File: config.mk
export PLATFORM = sky130hd
export DESIGN_NAME = command_line_tokenizer
export DESIGN_NICKNAME = d
export VERILOG_FILES = /design/src/clt_pkg.sv /design/src/clt_core.sv /design/src/clt_rsp_fifo.sv /design/src/command_line_tokenizer.sv
export SDC_FILE = /design/constraint.sdc
export NUM_CORES = 1
export LEC_CHECK = 0
export BUFFER_PORTS_ARGS = -buffer_cell sky130_fd_sc_hd__clkbuf_2
export CORE_UTILIZATION = 50
export DETAILED_ROUTE_END_ITERATION = 10
export GPL_TIMING_DRIVEN = 0
export PLACE_DENSITY = 0.71
export SLEW_MARGIN = 30
export SYNTH_ARGS = -nofsm -noshare
export SYNTH_HDL_FRONTEND = slang
export SYNTH_HIERARCHICAL = 1
export SYNTH_SLANG_ARGS = --single-unit
File: constraint.sdc
create_clock -name clock -period 4.2 [get_ports clock]
set_input_delay 0.42 -clock clock [delete_from_list [all_inputs] [get_ports clock]]
set_output_delay 0.42 -clock clock [all_outputs]
set_load 0.005 [all_outputs]
File: src/clt_pkg.sv
// Shared types, widths and character codes for the command line tokenizer.
`timescale 1ns / 1ps

package clt_pkg;

   localparam int CHAR_W      = 8;
   localparam int POS_W       = 5;
   localparam int ARG_INDEX_W = 2;
   localparam int ARG_COUNT_W = 3;

   localparam int MAX_ARGS_N = 4;
   localparam int LINE_MAX_N = 32;

   localparam logic [ARG_COUNT_W-1:0] MAX_ARGS  = ARG_COUNT_W'(MAX_ARGS_N);
   // Last buffer slot is kept back for the line terminator.
   localparam logic [POS_W-1:0]       LAST_SLOT = POS_W'(LINE_MAX_N - 1);

   localparam logic [CHAR_W-1:0] CH_NUL   = 8'h00;
   localparam logic [CHAR_W-1:0] CH_TAB   = 8'h09;
   localparam logic [CHAR_W-1:0] CH_LF    = 8'h0A;
   localparam logic [CHAR_W-1:0] CH_CR    = 8'h0D;
   localparam logic [CHAR_W-1:0] CH_SPACE = 8'h20;
   localparam logic [CHAR_W-1:0] CH_QUOTE = 8'h22;

   typedef struct packed {
      logic [CHAR_W-1:0]      out_byte;
      logic [POS_W-1:0]       out_pos;
      logic                   arg_start;
      logic [ARG_INDEX_W-1:0] arg_index;
      logic                   line_done;
      logic [ARG_COUNT_W-1:0] arg_count;
      logic                   overflow;
   } clt_result_type;

   // Space, tab, LF, VT, FF and CR.
   function automatic logic is_skip_space(input logic [CHAR_W-1:0] c);
      return (c == CH_SPACE) || ((c >= CH_TAB) && (c <= CH_CR));
   endfunction

   function automatic logic is_separator(input logic [CHAR_W-1:0] c);
      return (c == CH_SPACE) || (c == CH_CR) || (c == CH_LF) || (c == CH_TAB);
   endfunction

endpackage

File: src/clt_core.sv
// Tokenizer state registers and the per-character next-state and result logic.
`timescale 1ns / 1ps

module clt_core (
   input  logic                          clock,
   input  logic                          reset,
   input  logic                          accept,
   input  logic [clt_pkg::CHAR_W-1:0]    ch,
   output logic                          result_valid,
   output clt_pkg::clt_result_type       result
);
   import clt_pkg::*;

   logic                   need_record_ff, need_record_in;
   logic                   skipping_ff, skipping_in;
   logic                   in_quotes_ff, in_quotes_in;
   logic [POS_W-1:0]       write_pos_ff, write_pos_in;
   logic [ARG_COUNT_W-1:0] args_seen_ff, args_seen_in;
   logic                   overflowed_ff, overflowed_in;
   logic                   start_pending_ff, start_pending_in;
   logic [ARG_INDEX_W-1:0] pending_index_ff, pending_index_in;

   always_comb begin
      logic                do_write;
      logic [CHAR_W-1:0]   wr_byte;
      logic                active;

      need_record_in   = need_record_ff;
      skipping_in      = skipping_ff;
      in_quotes_in     = in_quotes_ff;
      write_pos_in     = write_pos_ff;
      args_seen_in     = args_seen_ff;
      overflowed_in    = overflowed_ff;
      start_pending_in = start_pending_ff;
      pending_index_in = pending_index_ff;
      do_write         = 1'b0;
      wr_byte          = CH_NUL;
      active           = 1'b1;
      result_valid     = 1'b0;
      result           = '0;

      if (ch == CH_NUL) begin
         // Terminator: report and drop back to the reset state.
         result_valid     = accept;
         result.out_byte  = CH_NUL;
         result.out_pos   = write_pos_ff;
         result.arg_start = start_pending_ff;
         result.arg_index = start_pending_ff ? pending_index_ff : '0;
         result.line_done = 1'b1;
         result.arg_count = args_seen_ff;
         result.overflow  = overflowed_ff;
         need_record_in   = 1'b1;
         skipping_in      = 1'b0;
         in_quotes_in     = 1'b0;
         write_pos_in     = '0;
         args_seen_in     = '0;
         overflowed_in    = 1'b0;
         start_pending_in = 1'b0;
         pending_index_in = '0;
      end else begin
         if (need_record_ff) begin
            if (args_seen_ff < MAX_ARGS) begin
               start_pending_in = 1'b1;
               pending_index_in = args_seen_ff[ARG_INDEX_W-1:0];
               args_seen_in     = args_seen_ff + ARG_COUNT_W'(1);
            end
            need_record_in = 1'b0;
            skipping_in    = 1'b1;
         end

         if (skipping_in) begin
            if (is_skip_space(ch)) begin
               active = 1'b0;
            end else begin
               skipping_in = 1'b0;
            end
         end

         if (active) begin
            if (in_quotes_ff) begin
               if (ch == CH_QUOTE) begin
                  in_quotes_in = 1'b0;
               end else begin
                  do_write = 1'b1;
                  wr_byte  = ch;
               end
            end else if (is_separator(ch)) begin
               need_record_in = 1'b1;
               do_write       = 1'b1;
               wr_byte        = CH_NUL;
            end else if (ch == CH_QUOTE) begin
               in_quotes_in = 1'b1;
            end else begin
               do_write = 1'b1;
               wr_byte  = ch;
            end
         end

         if (do_write) begin
            if (write_pos_ff >= LAST_SLOT) begin
               overflowed_in = 1'b1;
            end else begin
               result_valid     = accept;
               result.out_byte  = wr_byte;
               result.out_pos   = write_pos_ff;
               result.arg_start = start_pending_in;
               result.arg_index = start_pending_in ? pending_index_in : '0;
               result.overflow  = overflowed_ff;
               start_pending_in = 1'b0;
               pending_index_in = '0;
               write_pos_in     = write_pos_ff + POS_W'(1);
            end
         end
      end
   end

   always_ff @(posedge clock) begin
      if (reset) begin
         need_record_ff   <= 1'b1;
         skipping_ff      <= 1'b0;
         in_quotes_ff     <= 1'b0;
         write_pos_ff     <= '0;
         args_seen_ff     <= '0;
         overflowed_ff    <= 1'b0;
         start_pending_ff <= 1'b0;
         pending_index_ff <= '0;
      end else if (accept) begin
         need_record_ff   <= need_record_in;
         skipping_ff      <= skipping_in;
         in_quotes_ff     <= in_quotes_in;
         write_pos_ff     <= write_pos_in;
         args_seen_ff     <= args_seen_in;
         overflowed_ff    <= overflowed_in;
         start_pending_ff <= start_pending_in;
         pending_index_ff <= pending_index_in;
      end
   end

endmodule

File: src/clt_rsp_fifo.sv
// Two-entry registered result queue that decouples the result side from the input side.
`timescale 1ns / 1ps

module clt_rsp_fifo (
   input  logic                     clock,
   input  logic                     reset,
   input  logic                     push,
   input  clt_pkg::clt_result_type  push_data,
   input  logic                     pop,
   output logic                     head_valid,
   output logic                     full,
   output clt_pkg::clt_result_type  head
);
   import clt_pkg::*;

   logic [1:0]     count_ff, count_in;
   clt_result_type head_ff, head_in;
   clt_result_type tail_ff, tail_in;

   always_comb begin
      count_in = count_ff;
      head_in  = head_ff;
      tail_in  = tail_ff;
      case (count_ff)
         2'd0: begin
            if (push) begin
               head_in  = push_data;
               count_in = 2'd1;
            end
         end
         2'd1: begin
            if (push && pop) begin
               head_in = push_data;
            end else if (pop) begin
               count_in = 2'd0;
            end else if (push) begin
               tail_in  = push_data;
               count_in = 2'd2;
            end
         end
         default: begin
            // Full: no push can arrive, drain into the head.
            if (pop) begin
               head_in  = tail_ff;
               count_in = 2'd1;
            end
         end
      endcase
   end

   always_ff @(posedge clock) begin
      if (reset) begin
         count_ff <= 2'd0;
      end else begin
         count_ff <= count_in;
      end
      head_ff <= head_in;
      tail_ff <= tail_in;
   end

   assign head_valid = (count_ff != 2'd0);
   assign full       = (count_ff == 2'd2);
   assign head       = head_ff;

endmodule

File: src/command_line_tokenizer.sv
// Top level of the command line tokenizer: stream ports, tokenizer core and result queue.
`timescale 1ns / 1ps

//  channel | direction | transfer carries
//  --------+-----------+--------------------------------------------------------
//  req_    | in        | one line character, 0 ends the line
//  rsp_    | out       | compacted byte with position, argument mark, line end
//
//  One character is taken per cycle while the result queue has a free entry;
//  the tokenizer state is a handful of flags and counters updated by short logic,
//  and a result lands in the queue the same edge.
//  Reset is synchronous and active high; it returns the tokenizer to the start
//  of a line and empties the result queue.
//  The two-entry result queue keeps req_tready high while one result waits;
//  req_tready drops only when both entries are held.

module command_line_tokenizer (
   input  logic        clock,
   input  logic        reset,

   input  logic        req_tvalid,
   output logic        req_tready,
   input  logic [7:0]  req_tdata,   // [7:0] ch

   output logic        rsp_tvalid,
   input  logic        rsp_tready,
   output logic [23:0] rsp_tdata,   // [7:0] out_byte, [12:8] out_pos, [14:13] arg_index,
                                    // [17:15] arg_count, [23:18] zero
   output logic        rsp_tlast,   // line_done
   output logic [1:0]  rsp_tuser    // [0] arg_start, [1] overflow
);
   import clt_pkg::*;

   logic           accept;
   logic           result_valid;
   clt_result_type result;
   logic           queue_full;
   clt_result_type head;

   // Take a character whenever the queue has a free entry.
   assign req_tready = !queue_full;
   assign accept     = req_tvalid && req_tready;

   clt_core u_core (
      .clock        (clock),
      .reset        (reset),
      .accept       (accept),
      .ch           (req_tdata),
      .result_valid (result_valid),
      .result       (result)
   );

   // Hold results until the downstream side takes them.
   clt_rsp_fifo u_rsp_fifo (
      .clock      (clock),
      .reset      (reset),
      .push       (result_valid),
      .push_data  (result),
      .pop        (rsp_tvalid && rsp_tready),
      .head_valid (rsp_tvalid),
      .full       (queue_full),
      .head       (head)
   );

   assign rsp_tdata = {6'd0, head.arg_count, head.arg_index, head.out_pos, head.out_byte};
   assign rsp_tlast = head.line_done;
   assign rsp_tuser = {head.overflow, head.arg_start};

endmodule

==> flow_metrics.py, run 1 <==
metrics = {
    "run_status": {
        "outcome": "completed",
    },
    "floorplan": {
        "die_area_um2": 6050,
        "pin_count": 41,
        "core_area_um2": 5510,
        "die_w_um": 77.8,
        "die-height_um": 77.8,
        "rows": 27,
        "initial_core_util": 0.521,
    },
    "logic_synthesis": {
        "synth-seq-cells": 59,
        "synth_area_per_cell_um2": 12.5,
        "synth-edff-count": 42,
        "yosys_warnings": 6,
        "ys_types": 51,
        "synth_ff_type": "edfxtp_1",
        "syn_area_um2": 2870,
        "ys_seq_area_frac": 0.558,
        "syn_inst": 229,
        "async_reset_ff_frac": 0,
    },
    "placement": {
        "place_ws_ns": 1.03,
        "portBuffers": 33,
        "dp_cells": 340,
        "gp_congestion": 0.786,
        "dpl.hpwl_mm": 3.67,
    },
    "finish": {
        "final_cells": 356,
        "antenna_cells": 0,
        "area_growth_pct": 18.5,
        "finalNetCount": 294,
        "postLayoutCoreUtil": 0.617,
        "drive_above_1_share": 0.342,
    },
    "min_path": {
        "hold_end": "u_rsp_fifo/count_ff[0]$_SDFFE_PP0P_",
        "worstHoldPathCells": 2,
        "min-delay-start": "reset",
        "hold_path.class": "in2reg",
    },
    "setup_path": {
        "start_kind": "register",
        "critPathMaxFanout": 21,
        "end_kind": "register",
        "regToRegStartpoint": "u_core/write_pos_ff[1]$_SDFFE_PP0P_",
        "path_class": "reg2reg",
        "reg2regPathDepth": 9,
        "r2r-end": "u_rsp_fifo/tail_ff[0]$_DFFE_PP_",
        "crit_required_ns": 4.15,
        "rrSetupSlack_ns": 1.05,
        "arrival_ns": 3.11,
        "crit_start": "u_core/write_pos_ff[1]$_SDFFE_PP0P_",
    },
    "timing": {
        "worst_pin_slew_ns": 0.632,
        "period_share": 0.750,
        "max_freq_mhz": 317,
        "fin_setup_tns_ns": 0,
        "max-slew-margin-rel": 0.577,
        "rsz0062_at_grt": "no",
        "fin_ws_ns": 1.05,
        "setup-violations-final": 0,
        "fin_skew_ns": 0.00615,
        "finalHoldViolCount": 0,
        "drv_slew": 0,
        "whs_ns": 0.373,
        "period_minus_slack_ns": 3.15,
    },
    "clocking": {
        "cts.clk_slew.worst_paths_ns": 0.06,
        "clk_latency_ns": 0.32,
        "post_cts_buffers": 0,
        "hold_buffers": 0,
        "cts_tree": "yes",
        "htreeDepth": 3,
        "cts_buffer_depth": 2,
        "root_buffer": "clkbuf_8",
        "cts_buffers": 9,
        "clock-sinks": 59,
        "ctsResizeCount": 0,
    },
    "global_routing": {
        "track_usage": 0.200,
        "overflow": 0,
        "gr-usage-met3": 0.0529,
        "grt_start_max_net_pins": 22,
        "grtUsageMet1": 0.258,
        "grt_pass1_vias": 1829,
        "met2_usage": 0.314,
        "gr-max-usage-layer": "met2",
        "antenna_found_initial": 0,
        "grt_pass1_wl_mm": 9.10,
    },
    "pwr": {
        "leakagePower_nw": 1.31,
        "power_density_nw_per_um2": 435,
        "peakVddDrop_v": 0.000219,
    },
    "routing": {
        "antenna_left": 0,
        "dr.pass1.iters": 4,
        "vias_per_cell": 5.35,
        "vias": 1905,
        "wirelength_mm": 5.23,
        "post_drt_wl_per_cell_um": 14.7,
        "drt_iter0_drc": 126,
        "drc": 0,
    },
    "run": {
        "max_cap_violations": 0,
    },
}
==> critical path, cell delays in order (launching register included) <==
cell	delay [ns]
dfxtp_1	0.35
ha_1	0.21
and3_1	0.18
ha_1	0.18
a31oi_2	0.33
o211ai_4	0.20
buf_6	0.19
a21oi_1	0.38
nand3b_1	0.22
nor2_4	0.53
==> report_power, final <==
| group | internal (mW) | total [mW] | switching (mW) |
|---|---|---|---|
| clock | 0.368 | 0.575 | 0.208 |
| sequential | 0.684 | 0.704 | 0.0196 |
| combinational | 0.0937 | 0.199 | 0.105 |
==> layer usage <==
| layer | up-vias | routed length, um |
|---|---|---|
| li1 | 940 | - |
| met1 | 905 | 2410 |
| met2 | 54 | 2490 |
| met3 | 6 | 239 |
| met4 | 0 | 88 |
| met5 | - | 0 |
==> Yosys cell counts, drive strengths merged, types with 2 or more instances <==
master / n / share of area
nand3: 6 / 0.010
mux2: 24 / 0.12
clkbuf: 3 / 0.0039
nand2: 11 / 0.015
a21o: 2 / 0.0052
or2: 3 / 0.0074
a31oi: 4 / 0.011
ha: 3 / 0.013
nor2: 14 / 0.019
o21ai: 3 / 0.0052
dfxtp: 17 / 0.12
a21oi: 12 / 0.021
nand3b: 2 / 0.0052
o22ai: 2 / 0.0044
clkinv: 2 / 0.0026
or4: 2 / 0.0052
nor2b: 4 / 0.0087
edfxtp: 42 / 0.44
nand4b: 2 / 0.0061
inv: 7 / 0.0092
and3: 3 / 0.0065
nor3: 7 / 0.016
buf: 12 / 0.037
or3: 4 / 0.0087
a211oi: 2 / 0.0052
and2: 17 / 0.037
a32o: 3 / 0.010
o211ai: 4 / 0.017
==> worst max-delay path by stage <==
stage / endpoint / slack [ns] / cells past startpoint
4_1_cts: u_rsp_fifo/tail_ff[0]$_DFFE_PP_ / 1.03 / 9
3_3_place_gp: u_rsp_fifo/head[13]$_DFFE_PP_ / 0.16 / 7
3_5_place_dp: u_rsp_fifo/tail_ff[13]$_DFFE_PP_ / 1.03 / 7
2_1_floorplan: u_rsp_fifo/head[0]$_DFFE_PP_ / 0.92 / 9
5_1_grt: u_rsp_fifo/tail_ff[0]$_DFFE_PP_ / 0.73 / 8
6_report: u_rsp_fifo/tail_ff[0]$_DFFE_PP_ / 1.05 / 9
==> kinds of logic after synthesis <==
logic type / Yosys count / share of synthesized area
AOI/OAI and AO/OA: 38 / 0.0977
xor gates and xnor gates: 1 / 0.00305
adders and majority gates: 3 / 0.0131
buffers and inverters: 24 / 0.0528
DFF: 59 / 0.558
muxes: 24 / 0.115
other: 1 / 0.00131
and+or+nand+nor: 79 / 0.159
==> area by class of cell <==
cell class,count,area (um2)
multi-input cells,151,1150
clock buffers,14,163
clock inverters,2,60.1
plain buffers,15,118
flip-flops and latches,59,1600
well taps,72,90.1
inverters,9,33.8
repair buffers,34,180
fillers,446,2110
==> sequential cells by signal (all words and copies together) (netlist names) <==
name / flops
u_core/start_pending_ff: 1
u_core/args_seen_ff: 3
u_core/pending_index_ff: 2
u_core/skipping_ff: 1
u_rsp_fifo/tail_ff: 21
u_core/overflowed_ff: 1
u_rsp_fifo/count_ff: 2
u_core/need_record_ff: 1
u_core/in_quotes_ff: 1
u_rsp_fifo/head: 21
u_core/write_pos_ff: 5
==> per-stage QoR <==
stage          power, mW  area (um2)
6_report            1.48        3400
5_1_grt             1.55        3400
4_1_cts             1.49        3400
3_5_place_dp       0.917        3180
3_3_place_gp       0.900        3140
2_1_floorplan      0.840        2890
==> cells in the final DEF (no fill, tap or decap), types with 4 or more instances in the layout <==
| master | n |
|---|---|
| a21oi_1 | 11 |
| and2_1 | 17 |
| buf_4 | 6 |
| buf_6 | 5 |
| clkbuf_1 | 6 |
| clkbuf_2 | 33 |
| clkbuf_8 | 11 |
| conb_1 | 6 |
| dfxtp_1 | 17 |
| edfxtp_1 | 42 |
| inv_1 | 7 |
| mux2_2 | 8 |
| mux2_4 | 16 |
| nand2_1 | 10 |
| nand3_1 | 6 |
| nor2_1 | 12 |
| nor2b_1 | 4 |
| nor3_1 | 5 |
| or3_1 | 4 |
Power figures use the tool's default switching activity.
==> inputs of run 2 (changes only) <==
ABC_AREA = 1   (was not set)
clock period = 3.2 ns   (was 4.2 ns; I/O delays follow)
==> flow_metrics.py, run 2 <==
metrics = {
    "placement": {
        "portBuffers": 34,
        "dpl.hpwl_mm": 3.93,
        "gp_congestion": 0.818,
    },
    "routing": {
        "dr.pass1.iters": 4,
        "vias": 2197,
        "post_drt_wl_per_cell_um": 11.7,
        "vias_per_cell": 4.76,
        "drc": 0,
        "wirelength_mm": 5.40,
        "antenna_left": 0,
        "drt_iter0_drc": 101,
    },
    "setup_path": {
        "critPathMaxFanout": 11,
        "crit_required_ns": 3.24,
        "path_class": "reg2reg",
        "start_kind": "register",
        "cp_slowest_stage_delay_ns": 0.46,
        "worstPathCellList": "inv_2, clkbuf_1, nor2_1, nor2_2, nand4_4, buf_6, inv_1, nor2_1, nor2_2, buf_6",
        "cp_slowest_cell": "nor2_2",
        "arrival_ns": 2.83,
        "end_kind": "register",
        "rrSetupSlack_ns": 0.41,
    },
    "global_routing": {
        "track_usage": 0.198,
        "grt_start_max_net_pins": 12,
        "overflow": 0,
        "antenna_found_initial": 0,
        "grt_pass1_vias": 2009,
        "grt_pass1_wl_mm": 9.00,
    },
    "floorplan": {
        "pin_count": 41,
        "die_area_um2": 5970,
        "core_area_um2": 5470,
        "die-height_um": 77.3,
        "die_w_um": 77.3,
        "initial_core_util": 0.517,
        "rows": 27,
    },
    "timing": {
        "period_share": 0.871,
        "max_freq_mhz": 359,
        "drv_slew": 0,
        "fin_skew_ns": 0.00570,
        "whs_ns": 0.307,
        "worst_pin_slew_ns": 0.544,
        "finalHoldViolCount": 0,
        "period_minus_slack_ns": 2.79,
        "setup-violations-final": 0,
        "max-slew-margin-rel": 0.637,
        "rsz0062_at_grt": "no",
    },
    "clocking": {
        "root_buffer": "clkbuf_8",
        "cts_tree": "yes",
        "cts.clk_slew.worst_paths_ns": 0.06,
        "ctsResizeCount": 0,
        "clk_latency_ns": 0.33,
        "clock-sinks": 59,
        "cts_buffers": 9,
        "cts_buffer_depth": 2,
        "htreeDepth": 3,
    },
    "min_path": {
        "hold_path.class": "in2reg",
    },
    "run": {
        "max_cap_violations": 0,
    },
    "logic_synthesis": {
        "yosys-top-cells-count": "nand2_1, nor2_1, edfxtp_1",
        "yosysMostFrequentCell": "nand2_1",
        "synth_top_family_by_area": "simple AND/OR/NAND/NOR gates",
        "synth_compound_area_frac": 0.0384,
        "synth_fa_ha_area_frac": 0.0133,
        "synth.top_cells.by_area": "edfxtp_1, nand2_1, dfxtp_1, nor2_1, inv_1",
        "yosys.area.top_type_share": 0.445,
        "async_reset_ff_frac": 0,
        "synth_xor_area_frac": 0,
        "yosysTopAreaCell": "edfxtp_1",
        "yosys_warnings": 6,
        "syn_inst": 332,
        "synth-seq-cells": 59,
        "ys_types": 28,
        "synth_ff_type": "edfxtp_1",
        "syn_area_um2": 2830,
        "synth_area_per_cell_um2": 8.53,
        "synth-edff-count": 42,
        "synthSimpleGateAreaFrac": 0.302,
        "muxShareOfSynthArea": 0,
        "ys_seq_area_frac": 0.566,
    },
    "finish": {
        "antenna_cells": 0,
        "final-seq-area_um2": 1600,
        "drive_above_1_share": 0.231,
        "multi_input_area_um2": 1040,
        "finalNetCount": 400,
        "area_growth_pct": 19.6,
        "layout_common_cells": "nand2_1, nor2_1, edfxtp_1",
        "fillers": 477,
        "mostFrequentLayoutCell": "nand2_1",
    },
    "pwr": {
        "peakVddDrop_v": 0.000295,
        "leakagePower_nw": 1.59,
        "power_density_nw_per_um2": 583,
        "power_mw": 1.98,
    },
    "run_status": {
        "outcome": "completed",
    },
}
run 2: cell count changes after synthesis, moves of 4 or more:
cell,change
mux2_4,-16
nand2_1,+102
or3_1,-4
inv_1,+26
buf_6,-4
nor2_2,+4
nor2_1,+34
nor2b_1,-4
and2_1,-17
mux2_2,-8
nand2_2,+6
o21ai_0,+7
inv_2,+4
run 2: cell type report:
cell class | instances | area share
inverters | 39 | 0.0432
flip-flops and latches | 59 | 0.473
plain buffers | 12 | 0.0233
multi-input cells | 227 | 0.307
clock buffers | 10 | 0.0377
clock inverters | 6 | 0.0307
repair buffers | 37 | 0.0580
well taps | 72 | 0.0266
run 2: timing repair:
action / 4_1_cts / 5_1_grt
endpoints found under the setup margin: 0 / 11
hold buffers: 0 / 0
buffers inserted: 0 / 1
endpoints found under the hold margin: 0 / 0
run 2: per-stage QoR:
step / std cells / worst slack [ns] / util / TNS (ns) / area, um2
4_1_cts: 461 / 0.0733 / 0.617 / 0 / 3380
6_report: 462 / 0.414 / 0.619 / 0 / 3390
5_1_grt: 462 / 0.171 / 0.619 / 0 / 3390
2_1_floorplan: 337 / 0.0549 / - / 0 / 2860
3_3_place_gp: 443 / -0.678 / 0.570 / -17.72 / 3120
3_5_place_dp: 445 / 0.0937 / 0.575 / 0 / 3150
run 2: path summary, 6_finish.rpt:
kind | start | endpoint | cells after the start
max reg2reg | u_rsp_fifo/count_ff[1]$_SDFFE_PP0P_ | u_rsp_fifo/head[17]$_DFFE_PP_ | 10
min reg2reg | u_core/in_quotes_ff$_SDFFE_PP0P_ | u_core/in_quotes_ff$_SDFFE_PP0P_ | 2
max | u_rsp_fifo/count_ff[1]$_SDFFE_PP0P_ | u_rsp_fifo/head[17]$_DFFE_PP_ | 10
min | req_tdata[0] | u_core/in_quotes_ff$_SDFFE_PP0P_ | 4
run 2: where the power goes:
group / internal (mW) / switching, mW
clock network: 0.512 / 0.276
registers: 0.904 / 0.0256
logic: 0.0968 / 0.161
run 2: layer usage:
| metal | GRT usage | part of all wire |
|---|---|---|
| met4 | 0.0849 | 0.017 |
| met2 | 0.323 | 0.48 |
| met5 | 0 | 0 |
| met3 | 0.0500 | 0.047 |
| met1 | 0.247 | 0.46 |
run 2: cell families after synthesis:
family / count (synthesis)
AO/OA/AOI/OAI: 21
flip-flops: 59
other: 1
buffers and inverters: 51
adder cells (fa/ha/maj): 3
AND/OR/NAND/NOR: 197
run 2: worst max-delay path: cells and delay by family, from the launching register on:
kind | cells | cell delay (ns)
flip-flops | 1 | 0.39
buffers and inverters | 5 | 0.99
AND/OR/NAND/NOR | 5 | 1.09
==> inputs of run 3 (changes only) <==
PLACE_DENSITY = 0.79   (was 0.71)
==> flow_metrics.py, run 3 (synthesis results as in run 2) <==
metrics = {
    "run_status": {
        "outcome": "completed",
    },
    "finish": {
        "area_growth_pct": 18.7,
        "antenna_cells": 0,
        "design_area_um2": 3360,
        "layout_common_cells": "nand2_1, nor2_1, edfxtp_1",
        "postLayoutCoreUtil": 0.614,
        "finalNetCount": 400,
        "final_cells": 462,
        "drive_above_1_share": 0.228,
        "fillers": 441,
        "mostFrequentLayoutCell": "nand2_1",
    },
    "setup_path": {
        "cp_slowest_stage_delay_ns": 0.45,
        "cp.buffers_inverters": 5,
        "end_kind": "register",
        "rrSetupSlack_ns": 0.38,
        "r2r-end": "u_rsp_fifo/head[17]$_DFFE_PP_",
        "worst-path-stages": 10,
        "regToRegStartpoint": "u_rsp_fifo/count_ff[1]$_SDFFE_PP0P_",
        "crit_family": "simple AND/OR/NAND/NOR gates",
        "crit_required_ns": 3.25,
        "reg2regPathDepth": 10,
        "start_kind": "register",
        "critPathMaxFanout": 11,
        "crit_start": "u_rsp_fifo/count_ff[1]$_SDFFE_PP0P_",
        "path_class": "reg2reg",
        "worstPathCellList": "inv_2, clkbuf_1, nor2_1, nor2_2, nand4_4, buf_6, inv_1, nor2_1, nor2_2, buf_6",
        "cp_slowest_cell": "nor2_2",
        "arrival_ns": 2.87,
    },
    "timing": {
        "period_share": 0.880,
        "setup-violations-final": 0,
        "worst_pin_slew_ns": 0.534,
        "finalHoldViolCount": 0,
        "whs_ns": 0.293,
        "period_minus_slack_ns": 2.82,
        "max-slew-margin-rel": 0.644,
        "fin_skew_ns": 0.00612,
        "rsz0062_at_grt": "no",
        "max_freq_mhz": 355,
        "drv_slew": 0,
    },
    "placement": {
        "dpl.hpwl_mm": 3.94,
        "gp_congestion": 0.844,
        "placed_cell_area_um2": 3150,
        "portBuffers": 34,
        "dp_cells": 446,
    },
    "clocking": {
        "htreeDepth": 3,
        "hold_buffers": 0,
        "cts_tree": "yes",
        "root_buffer": "clkbuf_8",
        "clock-sinks": 59,
        "ctsResizeCount": 0,
        "clk_latency_ns": 0.34,
        "cts_buffers": 9,
        "cts_buffer_depth": 2,
        "post_cts_buffers": 0,
        "cts.clk_slew.worst_paths_ns": 0.06,
    },
    "floorplan": {
        "die_area_um2": 5970,
        "rows": 27,
        "die_w_um": 77.3,
        "core_area_um2": 5470,
        "pin_count": 41,
        "die-height_um": 77.3,
        "initial_core_util": 0.517,
    },
    "routing": {
        "vias_per_cell": 4.81,
        "post_drt_wl_per_cell_um": 11.6,
        "antenna_left": 0,
        "wirelength_mm": 5.34,
        "drc": 0,
        "drt_iter0_drc": 138,
        "vias": 2223,
        "dr.pass1.iters": 5,
    },
    "global_routing": {
        "antenna_found_initial": 0,
        "grt_pass1_vias": 2119,
        "overflow": 0,
        "track_usage": 0.204,
        "grt_pass1_wl_mm": 9.27,
        "grt_start_max_net_pins": 12,
    },
    "pwr": {
        "power_density_nw_per_um2": 567,
        "power_mw": 1.90,
        "peakVddDrop_v": 0.000290,
        "leakagePower_nw": 1.57,
    },
    "min_path": {
        "worstHoldPathCells": 4,
        "min-delay-start": "req_tdata[0]",
        "hold_path.class": "in2reg",
        "hold_end": "u_core/in_quotes_ff$_SDFFE_PP0P_",
    },
    "run": {
        "max_cap_violations": 0,
    },
}
[run 3: how the worst max path moves through the flow]
stage / slack (ns) / end
after floorplan: 0.05 / u_rsp_fifo/tail_ff[0]$_DFFE_PP_
after global placement: -0.57 / u_rsp_fifo/tail_ff[13]$_DFFE_PP_
after detailed placement: 0.39 / u_rsp_fifo/head[16]$_DFFE_PP_
after CTS: 0.38 / u_rsp_fifo/head[16]$_DFFE_PP_
after global routing: 0.20 / u_rsp_fifo/head[17]$_DFFE_PP_
final: 0.38 / u_rsp_fifo/head[17]$_DFFE_PP_
[run 3: tightest hold or removal path, cell delays in order]
cell	delay [ns]
clkbuf_2	0.09
nor3_2	0.05
nand3_1	0.07
a21oi_1	0.05
[run 3: report_power, final]
part / internal (mW) / switching, mW / total, mW
clock network: 0.431 / 0.284 / 0.715
logic: 0.0969 / 0.164 / 0.261
registers: 0.904 / 0.0252 / 0.929
total: 1.43 / 0.473 / 1.90
[run 3: cell type report]
type                       instances  area (um2)  share of cell area
buffer                            12        78.8              0.0234
clock buffer                      10         128              0.0380
clock inverter                     6        80.1              0.0238
inverter                          39         146              0.0435
multi-input combinational        227        1040               0.310
sequential                        59        1600               0.476
tap                               72        90.1              0.0268
timing repair buffer              37         196              0.0584
[run 3: per-stage QoR]
step	setup slack [ns]	setup TNS (ns)
floorplan	0.0549	0
global placement	-0.573	-13.54
detailed placement	0.387	0
CTS	0.381	0
global route	0.200	0
finish	0.385	0
[run 3: layer usage]
| metal | up-vias | share of wire | global-route usage |
|---|---|---|---|
| met5 | - | 0 | 0 |
| met4 | 0 | 0.028 | 0.111 |
| met3 | 13 | 0.052 | 0.0714 |
| met2 | 73 | 0.48 | 0.329 |
| met1 | 994 | 0.44 | 0.237 |
| li1 | 1143 | - | - |
